$ cat config.mk
export PLATFORM = sky130hd
export DESIGN_NAME = circular_queue_round_robin_flat
export DESIGN_NICKNAME = d
export VERILOG_FILES = /design/src/circq_pkg.sv /design/src/circq_op_if.sv /design/src/circq_res_if.sv /design/src/circq_cfg_if.sv /design/src/circq_ram.sv /design/src/circq_core.sv /design/src/circular_queue_round_robin.sv /design/src/flat_wrapper.sv
export SDC_FILE = /design/constraint.sdc
export NUM_CORES = 2
export LEC_CHECK = 0
export BUFFER_PORTS_ARGS = -buffer_cell sky130_fd_sc_hd__buf_2
export CORE_ASPECT_RATIO = 0.8
export CORE_MARGIN = 2
export CORE_UTILIZATION = 50
export CTS_BUF_LIST = sky130_fd_sc_hd__clkbuf_4
export DETAILED_ROUTE_END_ITERATION = 6
export PLACE_DENSITY_LB_ADDON = 0.25
export SLEW_MARGIN = 20
export SYNTH_ARGS = -nofsm -noshare
export SYNTH_HDL_FRONTEND = slang
export SYNTH_SLANG_ARGS = --single-unit
$ cat constraint.sdc
create_clock -name clk_i -period 11.92 [get_ports clk_i]
set_input_delay 2.384 -clock clk_i [delete_from_list [all_inputs] [get_ports clk_i]]
set_output_delay 2.384 -clock clk_i [all_outputs]
set_load 0.05 [all_outputs]
$ cat src/circq_pkg.sv
// circq_pkg: shared types and constants for the circular queue block.
// Operation codes, status codes and the result word layout.
// No dependencies.
package circq_pkg;

  typedef enum logic [1:0] {
    MODE_ENQ = 2'd0,
    MODE_DEQ = 2'd1,
    MODE_RR  = 2'd2
  } mode_e;

  typedef enum logic [1:0] {
    ST_DONE  = 2'd0,
    ST_FULL  = 2'd1,
    ST_EMPTY = 2'd2
  } status_e;

  localparam int unsigned VAL_W = 32;
  localparam int unsigned CAP_W = 7;
  localparam logic [CAP_W-1:0] CAP_RESET = 7'd64;
  localparam logic [VAL_W-1:0] VAL_MAX = 32'h7FFF_FFFF;

  typedef struct packed {
    logic signed [VAL_W-1:0] head_value;
    status_e                 status;
    logic                    job_finished;
    logic signed [VAL_W-1:0] requeued_value;
    logic [CAP_W-1:0]        count;
    logic                    is_empty;
    logic                    is_full;
  } res_t;

endpackage

$ cat src/circq_op_if.sv
// circq_op_if: operation channel (valid/ready plus one operation word).
// Depends on nothing.
interface circq_op_if;
  logic               valid;
  logic               ready;
  logic [1:0]         mode;
  logic signed [31:0] value;

  modport source (output valid, output mode, output value, input ready);
  modport sink (input valid, input mode, input value, output ready);
endinterface

$ cat src/circq_res_if.sv
// circq_res_if: result channel (valid/ready plus one result word).
// Depends on circq_pkg for the status type.
interface circq_res_if;
  logic                 valid;
  logic                 ready;
  logic signed [31:0]   head_value;
  circq_pkg::status_e   status;
  logic                 job_finished;
  logic signed [31:0]   requeued_value;
  logic [6:0]           count;
  logic                 is_empty;
  logic                 is_full;

  modport source (output valid, output head_value, output status, output job_finished,
                  output requeued_value, output count, output is_empty, output is_full,
                  input ready);
  modport sink (input valid, input head_value, input status, input job_finished,
                input requeued_value, input count, input is_empty, input is_full,
                output ready);
endinterface

$ cat src/circq_cfg_if.sv
// circq_cfg_if: configuration write channel for the queue capacity register.
// Depends on nothing.
interface circq_cfg_if;
  logic       valid;
  logic       ready;
  logic [6:0] queue_capacity;

  modport source (output valid, output queue_capacity, input ready);
  modport sink (input valid, input queue_capacity, output ready);
endinterface

$ cat src/circq_ram.sv
// circq_ram: generic single-write, single-read RAM with registered read data.
// No dependencies.
module circq_ram #(
  parameter int unsigned WIDTH = 32,
  parameter int unsigned DEPTH = 64
) (
  input  logic                     clk_i,
  input  logic                     we_i,
  input  logic [$clog2(DEPTH)-1:0] waddr_i,
  input  logic [WIDTH-1:0]         wdata_i,
  input  logic                     re_i,
  input  logic [$clog2(DEPTH)-1:0] raddr_i,
  output logic [WIDTH-1:0]         rdata_o
);
  logic [WIDTH-1:0] mem_q [DEPTH];
  logic [WIDTH-1:0] rdata_q;

  always_ff @(posedge clk_i) begin
    if (we_i) begin
      mem_q[waddr_i] <= wdata_i;
    end
    if (re_i) begin
      rdata_q <= mem_q[raddr_i];
    end
  end

  assign rdata_o = rdata_q;
endmodule

$ cat src/circq_core.sv
// circq_core: queue state, capacity register and combinational operation logic.
// Depends on circq_pkg and circq_ram. Head value is cached; RAM read prefetches
// the next head after a pop.
module circq_core #(
  parameter int unsigned DEPTH = 64
) (
  input  logic                           clk_i,
  input  logic                           rst_ni,
  input  logic                           cfg_we_i,
  input  logic [circq_pkg::CAP_W-1:0]    cfg_cap_i,
  input  logic                           op_en_i,
  input  logic [1:0]                     op_mode_i,
  input  logic signed [circq_pkg::VAL_W-1:0] op_value_i,
  output circq_pkg::res_t                res_o
);
  import circq_pkg::*;

  localparam int unsigned AW = $clog2(DEPTH);
  localparam int unsigned CW = $clog2(DEPTH + 1);
  localparam int unsigned NW = CW + 1;

  logic [CAP_W-1:0] cap_q;
  logic [AW-1:0]    head_idx_q, head_idx_d;
  logic [AW-1:0]    tail_idx_q, tail_idx_d;
  logic [CW-1:0]    cnt_q, cnt_d;
  logic [VAL_W-1:0] head_val_q, head_val_d;
  logic             use_ram_q, use_ram_d;

  logic [CW-1:0]    cap_eff;
  logic [VAL_W-1:0] cur_head;
  logic [VAL_W-1:0] ram_rdata;
  logic             ram_we, ram_re;
  logic [AW-1:0]    ram_waddr, ram_raddr;
  logic [VAL_W-1:0] ram_wdata;

  logic             pop_last;
  logic [AW-1:0]    head_nxt, tail_nxt;
  logic [VAL_W:0]   diff;
  logic             rr_fin;
  logic [VAL_W-1:0] rr_rem;

  function automatic logic [AW-1:0] wrap_inc(input logic [AW-1:0] i, input logic [CW-1:0] c);
    logic [NW-1:0] s;
    s = NW'(i) + NW'(1);
    return (s >= NW'(c)) ? '0 : AW'(s);
  endfunction

  always_comb begin
    if (cap_q == '0) begin
      cap_eff = CW'(1);
    end else if (32'(cap_q) > DEPTH) begin
      cap_eff = CW'(DEPTH);
    end else begin
      cap_eff = CW'(cap_q);
    end
  end

  assign cur_head = use_ram_q ? ram_rdata : head_val_q;
  assign pop_last = (cnt_q == CW'(1));
  assign head_nxt = wrap_inc(head_idx_q, cap_eff);
  assign tail_nxt = wrap_inc(tail_idx_q, cap_eff);
  assign diff     = {cur_head[VAL_W-1], cur_head} - {op_value_i[VAL_W-1], op_value_i};
  assign rr_fin   = diff[VAL_W];
  assign rr_rem   = diff[VAL_W-1] ? VAL_MAX : diff[VAL_W-1:0];

  always_comb begin
    head_idx_d = head_idx_q;
    tail_idx_d = tail_idx_q;
    cnt_d      = cnt_q;
    head_val_d = cur_head;
    use_ram_d  = 1'b0;
    ram_we     = 1'b0;
    ram_waddr  = '0;
    ram_wdata  = op_value_i;
    ram_re     = 1'b0;
    ram_raddr  = head_nxt;
    res_o.head_value     = '0;
    res_o.status         = ST_DONE;
    res_o.job_finished   = 1'b0;
    res_o.requeued_value = '0;

    case (mode_e'(op_mode_i))
      MODE_ENQ: begin
        if (cnt_q >= cap_eff) begin
          res_o.status = ST_FULL;
        end else begin
          ram_we = op_en_i;
          cnt_d  = cnt_q + CW'(1);
          if (cnt_q == '0) begin
            head_idx_d = '0;
            tail_idx_d = '0;
            ram_waddr  = '0;
            head_val_d = op_value_i;
          end else begin
            tail_idx_d = tail_nxt;
            ram_waddr  = tail_nxt;
          end
        end
      end
      MODE_DEQ, MODE_RR: begin
        if (cnt_q == '0) begin
          res_o.status = ST_EMPTY;
        end else begin
          res_o.head_value = cur_head;
          if (mode_e'(op_mode_i) == MODE_DEQ || rr_fin) begin
            res_o.job_finished = (mode_e'(op_mode_i) == MODE_RR);
            cnt_d = cnt_q - CW'(1);
            if (pop_last) begin
              head_idx_d = '0;
              tail_idx_d = '0;
            end else begin
              head_idx_d = head_nxt;
              ram_re     = op_en_i;
              use_ram_d  = op_en_i;
            end
          end else begin
            res_o.requeued_value = rr_rem;
            ram_we    = op_en_i;
            ram_wdata = rr_rem;
            if (pop_last) begin
              head_idx_d = '0;
              tail_idx_d = '0;
              ram_waddr  = '0;
              head_val_d = rr_rem;
            end else begin
              head_idx_d = head_nxt;
              tail_idx_d = tail_nxt;
              ram_waddr  = tail_nxt;
              ram_re     = op_en_i;
              use_ram_d  = op_en_i;
            end
          end
        end
      end
      default: begin
      end
    endcase

    res_o.count    = CAP_W'(cnt_d);
    res_o.is_empty = (cnt_d == '0);
    res_o.is_full  = (cnt_d == cap_eff);
  end

  always_ff @(posedge clk_i or negedge rst_ni) begin
    if (!rst_ni) begin
      cap_q      <= CAP_RESET;
      head_idx_q <= '0;
      tail_idx_q <= '0;
      cnt_q      <= '0;
      use_ram_q  <= 1'b0;
    end else begin
      use_ram_q <= use_ram_d;
      if (cfg_we_i) begin
        cap_q      <= cfg_cap_i;
        head_idx_q <= '0;
        tail_idx_q <= '0;
        cnt_q      <= '0;
      end else if (op_en_i) begin
        head_idx_q <= head_idx_d;
        tail_idx_q <= tail_idx_d;
        cnt_q      <= cnt_d;
      end
    end
  end

  always_ff @(posedge clk_i) begin
    if (op_en_i) begin
      head_val_q <= head_val_d;
    end else begin
      head_val_q <= cur_head;
    end
  end

  circq_ram #(
    .WIDTH(VAL_W),
    .DEPTH(DEPTH)
  ) u_slots (
    .clk_i  (clk_i),
    .we_i   (ram_we),
    .waddr_i(ram_waddr),
    .wdata_i(ram_wdata),
    .re_i   (ram_re),
    .raddr_i(ram_raddr),
    .rdata_o(ram_rdata)
  );
endmodule

$ cat src/circular_queue_round_robin.sv
// circular_queue_round_robin: circular queue of signed 32-bit job times with
// enqueue, dequeue and round-robin time slice operations.
// Depends on circq_pkg, circq_op_if, circq_res_if, circq_cfg_if, circq_core.
//
// Usage:
//   op_i  : one word per operation (mode, value). Enqueue, dequeue or one
//           round-robin step with value as the quantum.
//   res_o : one word per operation: removed head, status, finished flag,
//           requeued remainder, count and empty/full flags after the op.
//   cfg_i : writes queue_capacity (clamped to 1..DEPTH); also empties the
//           queue. Always ready; write only while no operation is pending.
// Flow: an accepted word sits in the input register, is executed once the output
//   register is free or being taken, and its result is loaded into the output
//   register, which raises res_o.valid.
// Throughput: one operation per cycle while res_o is taken, set by the head/tail
//   update with one slot write and one head prefetch read per cycle.
// Reset: capacity 64, queue empty, no word pending on either side.
// Stall: when res_o is not taken the result holds, the input register fills,
//   then op_i.ready drops; nothing is lost or repeated.
module circular_queue_round_robin #(
  parameter int unsigned DEPTH = 64
) (
  input  logic      clk_i,
  input  logic      rst_ni,
  circq_op_if.sink  op_i,
  circq_cfg_if.sink cfg_i,
  circq_res_if.source res_o
);
  import circq_pkg::*;

  logic                    in_valid_q;
  logic [1:0]              in_mode_q;
  logic signed [VAL_W-1:0] in_value_q;
  logic                    res_valid_q;
  res_t                    res_q;
  res_t                    core_res;
  logic                    exec;

  assign exec        = in_valid_q & (~res_valid_q | res_o.ready);
  assign op_i.ready  = ~in_valid_q | exec;
  assign cfg_i.ready = 1'b1;

  always_ff @(posedge clk_i or negedge rst_ni) begin
    if (!rst_ni) begin
      in_valid_q  <= 1'b0;
      res_valid_q <= 1'b0;
    end else begin
      if (op_i.ready) begin
        in_valid_q <= op_i.valid;
      end
      if (exec) begin
        res_valid_q <= 1'b1;
      end else if (res_o.ready) begin
        res_valid_q <= 1'b0;
      end
    end
  end

  always_ff @(posedge clk_i) begin
    if (op_i.ready && op_i.valid) begin
      in_mode_q  <= op_i.mode;
      in_value_q <= op_i.value;
    end
    if (exec) begin
      res_q <= core_res;
    end
  end

  circq_core #(
    .DEPTH(DEPTH)
  ) u_core (
    .clk_i     (clk_i),
    .rst_ni    (rst_ni),
    .cfg_we_i  (cfg_i.valid),
    .cfg_cap_i (cfg_i.queue_capacity),
    .op_en_i   (exec),
    .op_mode_i (in_mode_q),
    .op_value_i(in_value_q),
    .res_o     (core_res)
  );

  assign res_o.valid          = res_valid_q;
  assign res_o.head_value     = res_q.head_value;
  assign res_o.status         = res_q.status;
  assign res_o.job_finished   = res_q.job_finished;
  assign res_o.requeued_value = res_q.requeued_value;
  assign res_o.count          = res_q.count;
  assign res_o.is_empty       = res_q.is_empty;
  assign res_o.is_full        = res_q.is_full;
endmodule

$ cat src/flat_wrapper.sv
// flat-port wrapper written by rule: the top's interface ports become plain ports
module circular_queue_round_robin_flat import circq_pkg::*;
#(
  parameter int unsigned DEPTH = 64
)
  (clk_i, rst_ni, op_i_valid, op_i_mode, op_i_value, op_i_ready, cfg_i_valid, cfg_i_queue_capacity, cfg_i_ready, res_o_valid, res_o_head_value, res_o_status, res_o_job_finished, res_o_requeued_value, res_o_count, res_o_is_empty, res_o_is_full, res_o_ready);
  circq_op_if op_i_i ();
  circq_cfg_if cfg_i_i ();
  circq_res_if res_o_i ();
  input  logic clk_i;
  input  logic rst_ni;
  input wire logic [$bits(op_i_i.valid)-1:0] op_i_valid;
  input wire logic [$bits(op_i_i.mode)-1:0] op_i_mode;
  input wire logic [$bits(op_i_i.value)-1:0] op_i_value;
  output wire logic [$bits(op_i_i.ready)-1:0] op_i_ready;
  input wire logic [$bits(cfg_i_i.valid)-1:0] cfg_i_valid;
  input wire logic [$bits(cfg_i_i.queue_capacity)-1:0] cfg_i_queue_capacity;
  output wire logic [$bits(cfg_i_i.ready)-1:0] cfg_i_ready;
  output wire logic [$bits(res_o_i.valid)-1:0] res_o_valid;
  output wire logic [$bits(res_o_i.head_value)-1:0] res_o_head_value;
  output wire logic [$bits(res_o_i.status)-1:0] res_o_status;
  output wire logic [$bits(res_o_i.job_finished)-1:0] res_o_job_finished;
  output wire logic [$bits(res_o_i.requeued_value)-1:0] res_o_requeued_value;
  output wire logic [$bits(res_o_i.count)-1:0] res_o_count;
  output wire logic [$bits(res_o_i.is_empty)-1:0] res_o_is_empty;
  output wire logic [$bits(res_o_i.is_full)-1:0] res_o_is_full;
  input wire logic [$bits(res_o_i.ready)-1:0] res_o_ready;
  assign op_i_i.valid = op_i_valid;
  assign op_i_i.mode = op_i_mode;
  assign op_i_i.value = op_i_value;
  assign op_i_ready = op_i_i.ready;
  assign cfg_i_i.valid = cfg_i_valid;
  assign cfg_i_i.queue_capacity = cfg_i_queue_capacity;
  assign cfg_i_ready = cfg_i_i.ready;
  assign res_o_valid = res_o_i.valid;
  assign res_o_head_value = res_o_i.head_value;
  assign res_o_status = res_o_i.status;
  assign res_o_job_finished = res_o_i.job_finished;
  assign res_o_requeued_value = res_o_i.requeued_value;
  assign res_o_count = res_o_i.count;
  assign res_o_is_empty = res_o_i.is_empty;
  assign res_o_is_full = res_o_i.is_full;
  assign res_o_i.ready = res_o_ready;
  circular_queue_round_robin #(.DEPTH(DEPTH)) u_core (.clk_i(clk_i), .rst_ni(rst_ni), .op_i(op_i_i), .cfg_i(cfg_i_i), .res_o(res_o_i));
endmodule
After elaboration in Yosys (flattened, before gate mapping). Memories as Yosys holds them, arrays and structs flattened. A register that Yosys moved wholly into a read port is not among the register bits. Cells that the tools add are included.

Equality and inequality tests: 8. Reduce and logical (&&, ||, !) cells: 15. Add/sub/neg operators: 5. Muxes and demuxes: 56. Bitwise operators: 7. $lt $le $gt $ge: 4.

Operator list (count): $mux W32 (10); $mux W6 (19); $pmux W32 S2 (1); $mux W7 (7); $pmux W6 S2 (3); $sub A32 B32 Y33 (1); $mux W31 (1); $ge A7 B7 Y1 (3); $logic_not A7 Y1 (3); $add A6 B1 Y7 const B (2); $pmux W7 S2 (1); $mux W1 (11); $reduce_and A5 Y1 (2); $ne A3 B3 Y1 const B (3); $add A7 B1 Y7 const B (1); $eq A7 B1 Y1 const B (1); $eq A7 B7 Y1 (1); $gt A7 B7 Y1 const B (1); $sub A7 B1 Y7 const B (1); $reduce_or A3 Y1 (2); $ne A4 B4 Y1 const B (1); $not A1 Y1 (4); $pmux W2 S2 (1); $reduce_bool A2 Y1 (2); other kinds (11) (13).

Register bits: 171. Output and inout bits: 79. Memories: 1. Memory bits (writable): 2048. Input port bits: 46. Word-level logic and storage cells: 113.

Memory list: u_core.u_core.u_slots.mem_q (depth 64, width 32, rd ports 1, clocked after Yosys merged registers in 1, write ports 1, line circq_ram.sv:15) `logic [WIDTH-1:0] mem_q [DEPTH];`.

Depth between registers and ports, before layout.
Depth after elaboration: 11. Depth in mapped cells: 21. Mapped depth without buffers: 14.

Cells and area by module. A second synthesis with hierarchy kept.

Cells, all modules: 4414. Area total of the unflattened synthesis: 89379.5 um^2.

By module, submodules not included: circq_ram (sequential area each 62459.9 um^2, cells an instance 3324, instances 1, area each 78840.6 um^2); circq_core (sequential area each 1317.5 um^2, cells an instance 970, instances 1, area each 7120.6 um^2); circular_queue_round_robin (sequential area each 3353.2 um^2, cells an instance 120, instances 1, area each 3418.3 um^2).

Worst setup path before layout. OpenSTA, ideal clock, no wires.

Kind: reg-to-reg. From: register u_core.u_core.use_ram_q. To: memory u_core.u_core.u_slots.mem_q[0][28] (data pin). Cell stages (with the launch flop): 15. Path buffers: 2. Arrival time: 6601 ps. Setup slack: 4617 ps. Period minus slack after synthesis: 7303 ps. Cell sequence: dfrtp_1 clkbuf_1 buf_1 mux2i_1 inv_1 ha_1 a2111oi_2 a21oi_1 a31oi_1 o21ai_0 a311oi_1 or4b_2 o31ai_1 a2111oi_0 o21ai_0.

Word-level cells in the longest chain between the ends: 6. Elaborated cells on any way between the ends: 7. Classes of those cells: add/sub: 1; mux: 5; reduce/logical: 1.

RTL lines: start: declaration (line circq_core.sv:27) `logic use_ram_q, use_ram_d;`; start signal: assignment (line circq_core.sv:152) `use_ram_q <= use_ram_d;`; $mux W32 * (line circq_core.sv:58) `assign cur_head = use_ram_q ? ram_rdata : head_val_q;`; net u_core.u_core.cur_head[7] (line circq_core.sv:30) `logic [VAL_W-1:0] cur_head;`; $sub A32 B32 Y33 * (line circq_core.sv:62) `assign diff = {cur_head[VAL_W-1], cur_head} - {op_value_i[VAL_W-1], op_value_i};`; $mux W31 or $logic_or A1 B1 Y1 (tied branches) (line circq_core.sv:64, circq_core.sv:105); $mux W32 * (line circq_core.sv:105) `if (mode_e'(op_mode_i) == MODE_DEQ || rr_fin) begin`; $mux W32 * (line circq_core.sv:101) `if (cnt_q == '0) begin`; $mux W32 * (line circq_core.sv:82) `case (mode_e'(op_mode_i))`; net u_core.u_core.ram_wdata[28] (line circq_core.sv:34) `logic [VAL_W-1:0] ram_wdata;`; end: declaration (line circq_ram.sv:15).

The timed path passes the listed nets; every way through them passes the cells marked *.

Worst setup path in the final report.
From: register u_core.u_core.head_idx_q[0]. To: register u_core.u_core.u_slots.rdata_q[3] (netlist: u_core.u_core.u_slots.rdata_o[3]) (read register of u_core.u_core.u_slots.mem_q) (data pin).

Word-level cells in the longest chain between the ends: 3.

RTL lines: start: declaration (line circq_core.sv:23) `logic [AW-1:0] head_idx_q, head_idx_d;`; start signal: assignment (line circq_core.sv:159) `head_idx_q <= head_idx_d;`; $add A6 B1 Y7 * (line circq_core.sv:44) `s = NW'(i) + NW'(1);`; $ge A7 B7 Y1 (line circq_core.sv:45) `return (s >= NW'(c)) ? '0 : AW'(s);`; $mux W6 * (line circq_core.sv:45); end: declaration (line circq_ram.sv:16) `logic [WIDTH-1:0] rdata_q;`.

Every way passes the cells marked *; elsewhere a longest branch is shown, timed or not. A chain may end at the register's enable or synchronous reset.

==> flow_summary.json <==
{
  "cap_violations": 0,
  "cpMostUsedCell": "ha_1",
  "route.detailed.drc": 0,
  "yosys_warnings": 0,
  "vias": 62500,
  "drt_iter0_drc": 11000,
  "area_delta_synth_final_pct": 13.2,
  "fin_crit_sh_pct": 66.2,
  "grt_first_pass_wirelength_um": 429000,
  "finalSetupViolCount": 0,
  "clk_pin_slew_ps": 70,
  "post_cts_buffers": 0,
  "antenna_found_initial": 35,
  "htree_levels": 6,
  "clk_latency_ps": 1400,
  "dpl_cell_area_um2": 95400,
  "hold_class": "flip-flop to flip-flop",
  "grt_use_total_pct": 32.7,
  "gp_congestion": 0.972,
  "ir_drop_mv": 0.164,
  "layout.nets": 7021,
  "ios": 125,
  "crit_type": "flip-flop to flip-flop",
  "cp_top_family": "compound AO/OA/AOI/OAI gates",
  "skew_ps": 130,
  "synthesis.area_um2": 90500,
  "gr-total-overflow": 0,
  "startpoint_type": "flip-flop",
  "ctsHoldBuffers": 0,
  "status": "completed",
  "tightest_slew_ps": 1320,
  "p_leak_nw": 34.1,
  "cts_tree": "done",
  "end_kind": "flip-flop",
  "synth_edf_count": 2189,
  "numClockSinks": 2250,
  "layout-drive-gt1-share_pct": 18.7,
  "clockRootBuffer": "clkbuf_4",
  "critPathBufInv": 3,
  "critPathArrivalTime_ps": 8930,
  "start_util_pct": 50.4,
  "row_count": 139,
  "dr.pass1.iters": 6,
  "port_buffers": 122,
  "avgViaCountPerCell": 6.47,
  "critPathMaxStageDelay_ps": 890,
  "finalCoreUtilization_pct": 57.0,
  "wl_per_cell_um": 31.7,
  "finalSetupTns_ps": 0,
  "first_global_vias": 58200,
  "fin_area_um2": 102000,
  "r2r_slack_ps": 4030,
  "worstPathRequired_ps": 12960,
  "slowest_stage": "dfrtp_4",
  "synth-main-ff-cell": "edfxtp_1",
  "dpl.hpwl_um": 180000,
  "chipHeight_um": 385,
  "hold_violations": 0,
  "ys_async_sr_fraction_pct": 1.29,
  "synth_seq_area_share_pct": 74.1,
  "dieArea_um2": 184000,
  "finalCriticalPeriod_ps": 7890,
  "synthCells": 6462,
  "ys_ff_latch": 2250,
  "synth_cell_type_count": 93,
  "core_um2": 180000,
  "routed_wl_um": 306000,
  "post_cts_resize_count": 0,
  "critical_path.max_fanout": 80,
  "nFillCells": 14200,
  "syn_nets": 6568,
  "drv_slew": 0,
  "rsz0062_at_grt": "false",
  "die_w_um": 480,
  "total_power_mw": 20.3,
  "ant_nets": 0,
  "p_per_area_nw_per_um2": 198,
  "cts_inserted_buffers": 566,
  "avgSynthCellArea_um2": 14.0,
  "worstPathCellList": "ha_1 > xnor2_2 > buf_12 > inv_8 > ha_1 > a21o_1 > a31oi_1 > o21a_1 > o21ai_2 > a21o_4 > buf_4 > nor2_1 > o221a_2 > a211oi_1 > a21oi_1 > or3_1",
  "clock.fmax_mhz": 127,
  "grt_max_degree": 149,
  "max_slew_margin_pct": 11.2,
  "whs_ps": 500,
  "clk_path_buf_depth": 4
}
[cell families (layout without fill, tap and decap cells)]
group           count (synthesis)  in the layout  synth area share [%]
other cells                     2             24               0.00830
simple gates                 1989           1989                  9.53
flops                        2250           2250                  74.1
xor+xnor                       36             36                 0.348
buf+inv                       512           1288                  2.18
fa+ha+maj                      62             62                 0.860
compound gates               1279           1279                  9.21
mux                           332            332                  3.72
[stage by stage]
step	setup WS, ps	std cells
floorplan	4620	6462
finish	4030	9657
CTS	4240	9617
detailed placement	4320	8726
global route	4030	9646
global placement	4390	8696
[power breakdown]
group | total, mW | switching, mW | internal, mW
Clock | 6.24 | 3.06 | 3.18
Combinational | 4.18 | 3.35 | 0.831
Sequential | 9.89 | 0.0952 | 9.79
[worst paths after layout]
check,depth (start not counted),startpoint,end
worst max register to register,16,u_core.u_core.head_idx_q[0],u_core.u_core.u_slots.rdata_o[3]
min in group asynchronous,1,rst_ni,u_core.u_core.use_ram_q
max in group asynchronous,1,rst_ni,u_core.u_core.head_idx_q[0]
worst min register to register,1,u_core.in_valid_q,u_core.res_o.valid
worst max-delay path,16,u_core.u_core.head_idx_q[0],u_core.u_core.u_slots.rdata_o[3]
worst min-delay path,1,u_core.in_valid_q,u_core.res_o.valid
[synth_stat cells (all sizes together), types with 28 or more instances]
master,instances,area (um2)
buf,120,505
mux2i,305,3050
nor4,44,282
ha,59,738
and3,28,175
dfxtp,32,641
o221a,36,405
o211ai,29,218
a31oi,48,300
nor3,102,515
o22ai,89,557
o221ai,226,1980
clkbuf,299,1120
nand3,432,2160
a21oi,483,2420
o21ai,193,973
inv,90,338
nor2,251,942
edfxtp,2189,65700
nand2,1024,3850
dfrtp,28,701
[routing by layer]
layer,track usage (%),share of wire (%),wire length (um),vias to the layer above
li1,-,-,-,26000
met1,46.0,38,116000,30900
met2,44.8,41,127000,4968
met3,13.7,17,51000,673
met4,12.9,4.1,12600,30
met5,0,0.13,400,-
[registers in the layout, indices dropped and copies added (netlist names)]
name,flops
u_core.in_value_q,32
u_core.u_core.head_val_q,32
u_core.in_valid_q,1
u_core.res_o.requeued_value,31
u_core.u_core.use_ram_q,1
u_core.u_core.u_slots.rdata_o,32
u_core.u_core.cnt_q,7
u_core.res_o.is_empty,1
u_core.res_o.status,2
u_core.in_mode_q,2
u_core.res_o.valid,1
u_core.res_o.is_full,1
u_core.u_core.u_slots.mem_q,2048
u_core.res_o.job_finished,1
u_core.u_core.head_idx_q,6
u_core.res_o.count,7
u_core.u_core.cap_q,7
u_core.u_core.tail_idx_q,6
u_core.res_o.head_value,32
[cells in the final DEF (no fill, tap or decap), types with 26 or more instances in the layout]
master,instances
mux2i_1,305
a31oi_1,48
nor4_1,41
inv_1,88
buf_2,122
nor3_1,92
clkinv_1,73
nor2_4,63
buf_4,124
o211ai_1,29
nand4_1,27
a21oi_1,479
ha_1,59
dfrtp_1,26
o221ai_1,226
edfxtp_1,2189
o221a_2,36
and3_1,27
nor2_1,187
mux2_2,26
o21ai_4,32
o22ai_1,89
clkbuf_4,792
nand2_1,1019
dfxtp_1,32
o21ai_0,151
buf_12,39
nand3_1,430
[cell type report]
type / count / area, um2 / share of cell area (%)
Tap cell: 2397 / 3000 / 2.93
Clock buffer: 792 / 5950 / 5.80
Multi-Input combinational cell: 3700 / 22600 / 22.0
Antenna cell: 22 / 55.1 / 0.0537
Inverter: 93 / 358 / 0.349
Sequential cell: 2250 / 67100 / 65.5
Timing Repair Buffer: 304 / 2850 / 2.78
Clock inverter: 99 / 572 / 0.558
No activity file was read; power rests on OpenSTA's default activity.
